### src/design/tcw_fill.sv
// Per-row fill counts for the screen memory: cells at or beyond the count read as zero.
// Writes extend the count of their row; a scroll clears the count of the recycled row.
// No package dependencies.
module tcw_fill #(
    parameter int ROWS = 25,
    parameter int COLS = 80
) (
    input  logic                       i_clk,
    input  logic                       i_rst_n,
    input  logic                       i_mark,
    input  logic [$clog2(ROWS)-1:0]    i_mark_row,
    input  logic [$clog2(COLS)-1:0]    i_mark_col,
    input  logic                       i_clr,
    input  logic [$clog2(ROWS)-1:0]    i_clr_row,
    input  logic [$clog2(ROWS)-1:0]    i_rd_row,
    output logic [$clog2(COLS+1)-1:0]  o_rd_fill
);

    localparam int RW = $clog2(ROWS);
    localparam int FW = $clog2(COLS + 1);

    logic [FW-1:0] r_fill [ROWS];
    logic [FW-1:0] mark_end;

    assign mark_end = FW'(i_mark_col) + FW'(1);

    always_ff @(posedge i_clk) begin
        for (int i = 0; i < ROWS; i++) begin
            if (!i_rst_n) begin
                r_fill[i] <= '0;
            end else if (i_clr && (i_clr_row == RW'(i))) begin
                r_fill[i] <= '0;
            end else if (i_mark && (i_mark_row == RW'(i)) && (mark_end > r_fill[i])) begin
                r_fill[i] <= mark_end;
            end
        end
    end

    assign o_rd_fill = r_fill[i_rd_row];

endmodule

### config.mk
export PLATFORM = sky130hd
export DESIGN_NAME = tcw_fill
export DESIGN_NICKNAME = d
export VERILOG_FILES = /design/src/design/tcw_fill.sv
export SDC_FILE = /design/constraint.sdc
export NUM_CORES = 1
export LEC_CHECK = 0
export BUFFER_PORTS_ARGS = -buffer_cell sky130_fd_sc_hd__buf_2
export CORE_UTILIZATION = 30
export CTS_CLUSTER_SIZE = 8
export DETAILED_ROUTE_END_ITERATION = 7
export PLACE_DENSITY_LB_ADDON = 0.15
export SLEW_MARGIN = 20
export SYNTH_ARGS = -nofsm -noshare
export SYNTH_HDL_FRONTEND = slang
export SYNTH_SLANG_ARGS = --single-unit
### constraint.sdc
create_clock -name i_clk -period 8.3 [get_ports i_clk]
set_input_delay 0.83 -clock i_clk [delete_from_list [all_inputs] [get_ports i_clk]]
set_output_delay 0.83 -clock i_clk [all_outputs]
set_load 0.1 [all_outputs]
-- Yosys cells after proc, flatten, opt, wreduce, memory -nomap -nowiden
Memory sizes are Yosys's and may differ from the RTL's.
Cells that the tools add are included.
- flip-flop bits (word level): 0
- bits in writable memories: 175
- bits of input ports: 26
- output and inout bits: 7
- logic and storage cells: 428
- memories kept: 1
- memories (name ; words ; bits a word ; rd ports ; clocked after memory_dff ; write ports ; line ; source):
    r_fill ; 25 ; 7 ; 26 ; 0 ; 25 ; 22 ; logic [FW-1:0] r_fill [ROWS];
- add/sub/neg operators: 1
- magnitude comparators: 25
- eq/ne operators: 48
- multiplexer cells: 226
- bitwise operators: 50
- reduce and logical (&&, ||, !) cells: 77
- operator list (operator ; number):
    2-to-1 mux 7 bit ; 50
    2-to-1 mux 1 bit ; 176
    greater-than comparator 7 bit ; 25
    equality test 5 bit (second input constant) ; 18
    equality test 5 x 4 -> 1 bit (second input constant) ; 16
    logical AND 1 bit ; 75
    OR 1 bit ; 50
    equality test 5 x 3 -> 1 bit (second input constant) ; 8
    equality test 5 x 2 -> 1 bit (second input constant) ; 4
    equality test 5 x 1 -> 1 bit (second input constant) ; 2
    logical NOT 5 bit ; 2
    adder 7 x 1 -> 7 bit (second input constant) ; 1

-- Logic depth before layout (Yosys ltp)
Gate-level depths: netlist (run 1).
- depth after elaboration: 8
- gate-level depth with buffers: 12
- gate-level depth less buffers: 11

-- Worst setup path before layout (run 1)
No wires, ideal clock.
- path kind: in2out
- start: in i_rd_row[1]
- end: out o_rd_fill[4]
- arrival: 4.547 ns
- required time: 7.470 ns
- path slack: 2.923 ns
- stages: 6
- cell sequence: buf_6 -> buf_4 -> buf_2 -> buf_2 -> o32ai_1 -> nor4_1
- cells in the longest elaborated chain, start to end: 1
- RTL lines (item ; line ; source):
    start, declared ; 15 ; input logic [$clog2(ROWS)-1:0] i_rd_row,
    memory (25 x 7 bit) ; - ;
    end, declared ; 16 ; output logic [$clog2(COLS+1)-1:0] o_rd_fill
No other way between the ends.

==> flow_metrics.env, run 1 <==
export IMPL_swShare_pct=30.3
export IMPL_start_util_pct=30.7
export IMPL_ios=33
export IMPL_routed_wl_mm=42.0
export IMPL_cts_root_buf="clkbuf_16"
export IMPL_finalMaxSlewViolations=0
export IMPL_post_route_drc_count=2
export IMPL_cts_buffer_depth=2
export IMPL_grt_usage_pct=20.1
export IMPL_yosysWarningCount=0
export IMPL_finalHoldViolations=0
export IMPL_pwr_share_clk_pct=36.0
export IMPL_p_sw_uw=709
export IMPL_grt_max_degree=48
export IMPL_min_path_cells=2
export IMPL_top_layer_used="met5"
export IMPL_critPathKind="input pin to register"
export IMPL_ys_seq_area_share_pct=41.7
export IMPL_met3_length_mm=1.77
export IMPL_cts_tree="yes"
export IMPL_final_cell_area_mm2=0.0140
export IMPL_core_area_mm2=0.0411
export IMPL_largest_register="r_fill"
export IMPL_syn_to_final_growth_pct=11.2
export IMPL_synth_distinct_cells=55
export IMPL_dpl_hpwl_mm=28.5
export IMPL_synth_async_reset_ratio_pct=0
export IMPL_slew_headroom_pct=24.3
export IMPL_status="finished, violations left"
export IMPL_ctsResizeCount=0
export IMPL_syn_area_mm2=0.0126
export IMPL_path_max_fanout=26
export IMPL_rsz0062_at_grt="false"
export IMPL_final_common_cell="nor2_1"
export IMPL_avgViaCountPerCell=5.30
export IMPL_cap_violations=0
export IMPL_violations="DRC"
export IMPL_min_path_type="input pin to register"
export IMPL_place_ws_ps=3050
export IMPL_synthCells=1247
export IMPL_crit_top_cell="nand3_1"
export IMPL_cts_inserted_buffers=17
export IMPL_fin_setup_tns_ps=0
export IMPL_critPathMaxStageDelay_ps=500
export IMPL_drt_iter0_markers=848
export IMPL_via_count=9626
export IMPL_die_h_um=207
export IMPL_irDropWorstVdd_uv=145
export IMPL_clk_pin_slew_ps=80
export IMPL_syn_nets=1449
export IMPL_finalSetupViolCount=0
export IMPL_arrival_ps=4800
export IMPL_insertion_delay_ps=460
export IMPL_yosysTopAreaCellShare_pct=41.7
export IMPL_final_nets=1474
export IMPL_p_comb_share_pct=20.0
export IMPL_largest_register_ffs=175
export IMPL_die_w_um=207
export IMPL_post_cts_setup_buffers=0
export IMPL_period_needed_ps=4720
export IMPL_n_antenna_cell=0
export IMPL_avgRoutedWirePerCell_um=23.1
export IMPL_yosysTopAreaCell="edfxtp_1"
export IMPL_top_regs="r_fill (175)"
export IMPL_yosys_register_bits=175
export IMPL_fmax_ghz=0.212
export IMPL_leakagePower_uw=0.00594
export IMPL_grt_remaining_overflow=0
export IMPL_grt_pass1_vias=9828
export IMPL_required_ps=8380
export IMPL_ff2ff_path_depth=7
export IMPL_clkSinkCount=175
export IMPL_ctsHtreeMaxLevel=4
export IMPL_wl_met1_mm=19.1
export IMPL_drive_gt1_share_pct=9.42
export IMPL_dieArea_mm2=0.0429
export IMPL_worst_slack_ps=3580
export IMPL_fin_skew_ps=11.1
export IMPL_synth_top_cells_by_area="edfxtp_1 42%, ha_1 17%, nor2_1 5.8%, inv_1 5.1%, mux4_2 4.3%"
export IMPL_internal_power_uw=1630
export IMPL_cts_hold_buffers=0
export IMPL_firstDrtPassIters=7
export IMPL_worst_pin_slew_ps=1130
export IMPL_critPathSlowestCell="inv_2"
export IMPL_drtAntennaViolNets=0
export IMPL_layout_worst_path_cycle_share_pct=56.9
export IMPL_mostFrequentLayoutCells="194 x nor2_1, 176 x ha_1, 175 x edfxtp_1"
export IMPL_gp_congestion=0.847
export IMPL_path_cells="buf_2 > ha_1 > nand3_1 > or2_1 > xor2_4 > buf_4 > inv_2 > ha_1 > nand3_1 > nor2_1 > and4b_1 > o21ai_1 > nand3_1"
export IMPL_seqPwrFrac_pct=44.0
export IMPL_grt_antenna_before_repair=2
export IMPL_synth_edf_count=175
export IMPL_power_density_mw_per_mm2=167
export IMPL_grt_pass1_wl_mm=62.5
export IMPL_worstSetupEndpointType="register"
export IMPL_met2WireLength_mm=20.3
export IMPL_cp_start_kind="input pin"
export IMPL_num_rows=74
export IMPL_port_buffers=32
export IMPL_avgSynthCellArea_um2=10.1
export IMPL_place_area_mm2=0.0134
export IMPL_synth_ff_type="edfxtp_1"
cell type report:
class,instances,area (um^2)
fill,4236,27100
clock inverter,15,168
tap,532,666
inverter,177,664
timing repair buffer,47,273
multi-input combinational,854,6570
sequential,175,5260
clock buffer,17,425
synth_stat cells (all sizes together), types with 3 or more instances:
library cell / number
clkbuf: 21
mux2i: 16
nand2: 74
and4bb: 4
o311ai: 3
buf: 20
nand4: 40
a221oi: 15
xor2: 3
and3: 18
edfxtp: 175
and4: 15
a21o: 40
o21ai: 38
nand3: 40
a22oi: 3
o21a: 16
a21oi: 28
and4b: 12
o211ai: 25
o2111ai: 9
nor2b: 33
mux4: 27
inv: 176
ha: 176
nor2: 194
routing by layer:
metal  vias up  global-route usage [%]
met1      4782                    26.3
met3        51                    2.88
met4         2                    6.28
met2       220                    34.2
li1       4571                       -
met5         -                       0
path summary, 6_finish.rpt:
| kind | start | to | slack (ps) |
|---|---|---|---|
| worst max-delay path | i_mark_col[0] | r_fill[18][1] | 3580 |
| worst min register to register | r_fill[16][6] | r_fill[16][0] | 990 |
| worst min-delay path | i_mark_col[0] | r_fill[4][0] | 880 |
| worst max register to register | r_fill[17][5] | r_fill[17][1] | 5860 |
worst max-delay path, delay by kind of cell:
| family | cells | cell delay [ps] |
|---|---|---|
| AND/OR/NAND/NOR | 6 | 1350 |
| buffers and inverters | 3 | 1330 |
| adder cells (fa/ha/maj) | 2 | 780 |
| AO/OA/AOI/OAI | 1 | 300 |
| XOR/XNOR | 1 | 140 |
cell families after synthesis:
kind of cell	Yosys count	share of synthesized area, %
buf+inv	218	6.82
fa+ha+maj	176	17.5
flops	175	41.7
xor+xnor	5	0.347
mux	45	6.36
simple gates	443	17.3
compound gates	185	10.1
power by group through the flow:
stage	Clock (uW)	Combinational, uW	Sequential [uW]
after floorplan	0	312	1030
after global placement	0	468	1050
after detailed placement	0	470	1050
after CTS	860	472	1030
after global routing	890	521	1030
final	842	469	1030
through the flow:
step / total power, uW / hold slack (ps) / util (%) / instances
final: 2340 / 880 / 34.1 / 1817
after floorplan: 1350 / 873 / - / 1247
after global routing: 2440 / 887 / 34.1 / 1817
after detailed placement: 1520 / 967 / 32.7 / 1785
after CTS: 2360 / 861 / 34.1 / 1817
after global placement: 1520 / 974 / 32.7 / 1785
Power figures use the tool's default switching activity.
==> run 2, diff against run 1 <==
clock period = 4.1 ns   (was 8.3 ns; I/O delays follow)
==> run 2 against run 1 <==
  * The run still ends with DRC left
  * Combinational power grew 110%
  * Clock power grew 97%
  * First-iteration DRC count shrank 3.8%
  * Non-clock buffer count grew 20
  * Cell area grew 1.0%
  * Core utilization grew 0.36 points
  * Count of clock-buffer cells in the layout is the same
  * Via count grew 2.3%
  * Sequential share of layout area shrank 0.39 points
  * Clock skew is essentially flat
  * Critical path depth shrank 1
  * Worst hold slack lost 560 ps
  * Critical path type unchanged
  * Critical endpoint is now r_fill[4][6]
  * Largest power group unchanged
==> flow_metrics.env, run 2 (synthesis results as in run 1) <==
export IMPL_via_count=9845
export IMPL_ctsResizeCount=0
export IMPL_cp_num_buf_inv=3
export IMPL_clk_pin_slew_ps=70
export IMPL_post_cts_setup_buffers=0
export IMPL_worstSetupEndpointType="register"
export IMPL_gp_congestion=0.876
export IMPL_fmax_ghz=0.297
export IMPL_p_comb_share_pct=20.8
export IMPL_path_cells="buf_2 > ha_1 > nand3_1 > or2_1 > xor2_4 > inv_2 > buf_4 > ha_1 > and3_1 > a221oi_1 > a21o_1 > nand3_1"
export IMPL_start_util_pct=30.7
export IMPL_firstDrtPassIters=8
export IMPL_grt_antenna_before_repair=1
export IMPL_arrival_ps=3480
export IMPL_power_density_mw_per_mm2=334
export IMPL_leakagePower_uw=0.00601
export IMPL_drt_iter0_markers=816
export IMPL_grt_usage_pct=20.6
export IMPL_dpl_hpwl_mm=30.4
export IMPL_grt_pass1_vias=9726
export IMPL_critPathSlowestCell="or2_1"
export IMPL_avgRoutedWirePerCell_um=23.6
export IMPL_clkSinkCount=175
export IMPL_min_path_type="input pin to register"
export IMPL_largest_register_ffs=175
export IMPL_avgViaCountPerCell=5.36
export IMPL_drtAntennaViolNets=0
export IMPL_port_buffers=32
export IMPL_final_nets=1494
export IMPL_path_max_fanout=12
export IMPL_slew_headroom_pct=31.6
export IMPL_swShare_pct=31.1
export IMPL_ctsHtreeMaxLevel=4
export IMPL_place_area_mm2=0.0136
export IMPL_grt_max_degree=40
export IMPL_power_uw=4730
export IMPL_status="finished, violations left"
export IMPL_internal_power_uw=3260
export IMPL_post_route_drc_count=3
export IMPL_worst_pin_slew_ps=1020
export IMPL_cp_start_kind="input pin"
export IMPL_grt_remaining_overflow=0
export IMPL_path_delay_family="simple AND/OR/NAND/NOR gates"
export IMPL_cts_root_buf="clkbuf_16"
export IMPL_routed_wl_mm=43.3
export IMPL_cts_tree="yes"
export IMPL_top_regs="r_fill (175)"
export IMPL_fin_setup_tns_ps=0
export IMPL_irDropWorstVdd_uv=296
export IMPL_largest_register="r_fill"
export IMPL_violations="DRC"
export IMPL_rsz0062_at_grt="false"
export IMPL_num_rows=74
export IMPL_dieArea_mm2=0.0429
export IMPL_final_cell_area_mm2=0.0142
export IMPL_cap_violations=0
export IMPL_layout_worst_path_cycle_share_pct=82.1
export IMPL_finalHoldViolations=0
export IMPL_ios=33
export IMPL_die_h_um=207
export IMPL_fin_skew_ps=10.8
export IMPL_critPathMaxStageDelay_ps=340
export IMPL_critPathKind="input pin to register"
export IMPL_grt_pass1_wl_mm=63.8
export IMPL_cts_buffer_depth=2
export IMPL_cts_hold_buffers=0
export IMPL_required_ps=4220
export IMPL_finalSetupViolCount=0
export IMPL_syn_to_final_growth_pct=12.3
export IMPL_cts_inserted_buffers=17
export IMPL_insertion_delay_ps=470
export IMPL_core_area_mm2=0.0411
export IMPL_drive_gt1_share_pct=10.7
export IMPL_finalMaxSlewViolations=0
export IMPL_period_needed_ps=3360
export IMPL_n_antenna_cell=0
export IMPL_pwr_share_clk_pct=35.0
export IMPL_final_core_util_pct=34.5
export IMPL_die_w_um=207
export IMPL_seqPwrFrac_pct=44.1
export IMPL_mostFrequentLayoutCells="194 x nor2_1, 176 x ha_1, 175 x edfxtp_1"
export IMPL_p_sw_uw=1470
export IMPL_final_common_cell="nor2_1"
run 2: per-layer routing:
layer  vias to the layer above  wire, um  GRT usage (%)
met1                      4901     20100           28.7
met2                       299     19900           32.8
li1                       4597         -              -
met4                         0       871           6.05
met5                         -         0              0
met3                        48      2430           3.14
run 2: per-stage QoR:
step,std cells,hold WS (ps),setup WS (ps)
6_report,1836,317,735
5_1_grt,1836,310,511
4_1_cts,1836,298,751
3_5_place_dp,1805,786,248
3_3_place_gp,1805,774,307
2_1_floorplan,1247,733,154
run 2: final timing paths:
kind,startpoint,endpoint,slack [ps],depth (start not counted)
worst min register to register,r_fill[16][6],r_fill[16][1],1060,4
worst min-delay path,i_mark_col[0],r_fill[10][0],320,2
worst max register to register,r_fill[16][4],r_fill[16][3],1620,7
worst max-delay path,i_mark_col[0],r_fill[4][6],740,12
run 2: layout make-up:
type / instances / area, um^2
Fill cell: 4284 / 26900
Inverter: 177 / 664
Multi-Input combinational cell: 854 / 6580
Sequential cell: 175 / 5260
Clock inverter: 14 / 141
Timing Repair Buffer: 67 / 435
Clock buffer: 17 / 425
Tap cell: 532 / 666
run 2: power by group through the flow:
stage,Sequential (uW),Clock (uW),Combinational (uW)
after detailed placement,2120,0,976
after floorplan,2090,0,633
after global placement,2130,0,975
after CTS,2090,1680,983
after global routing,2090,1740,1090
final,2090,1660,985
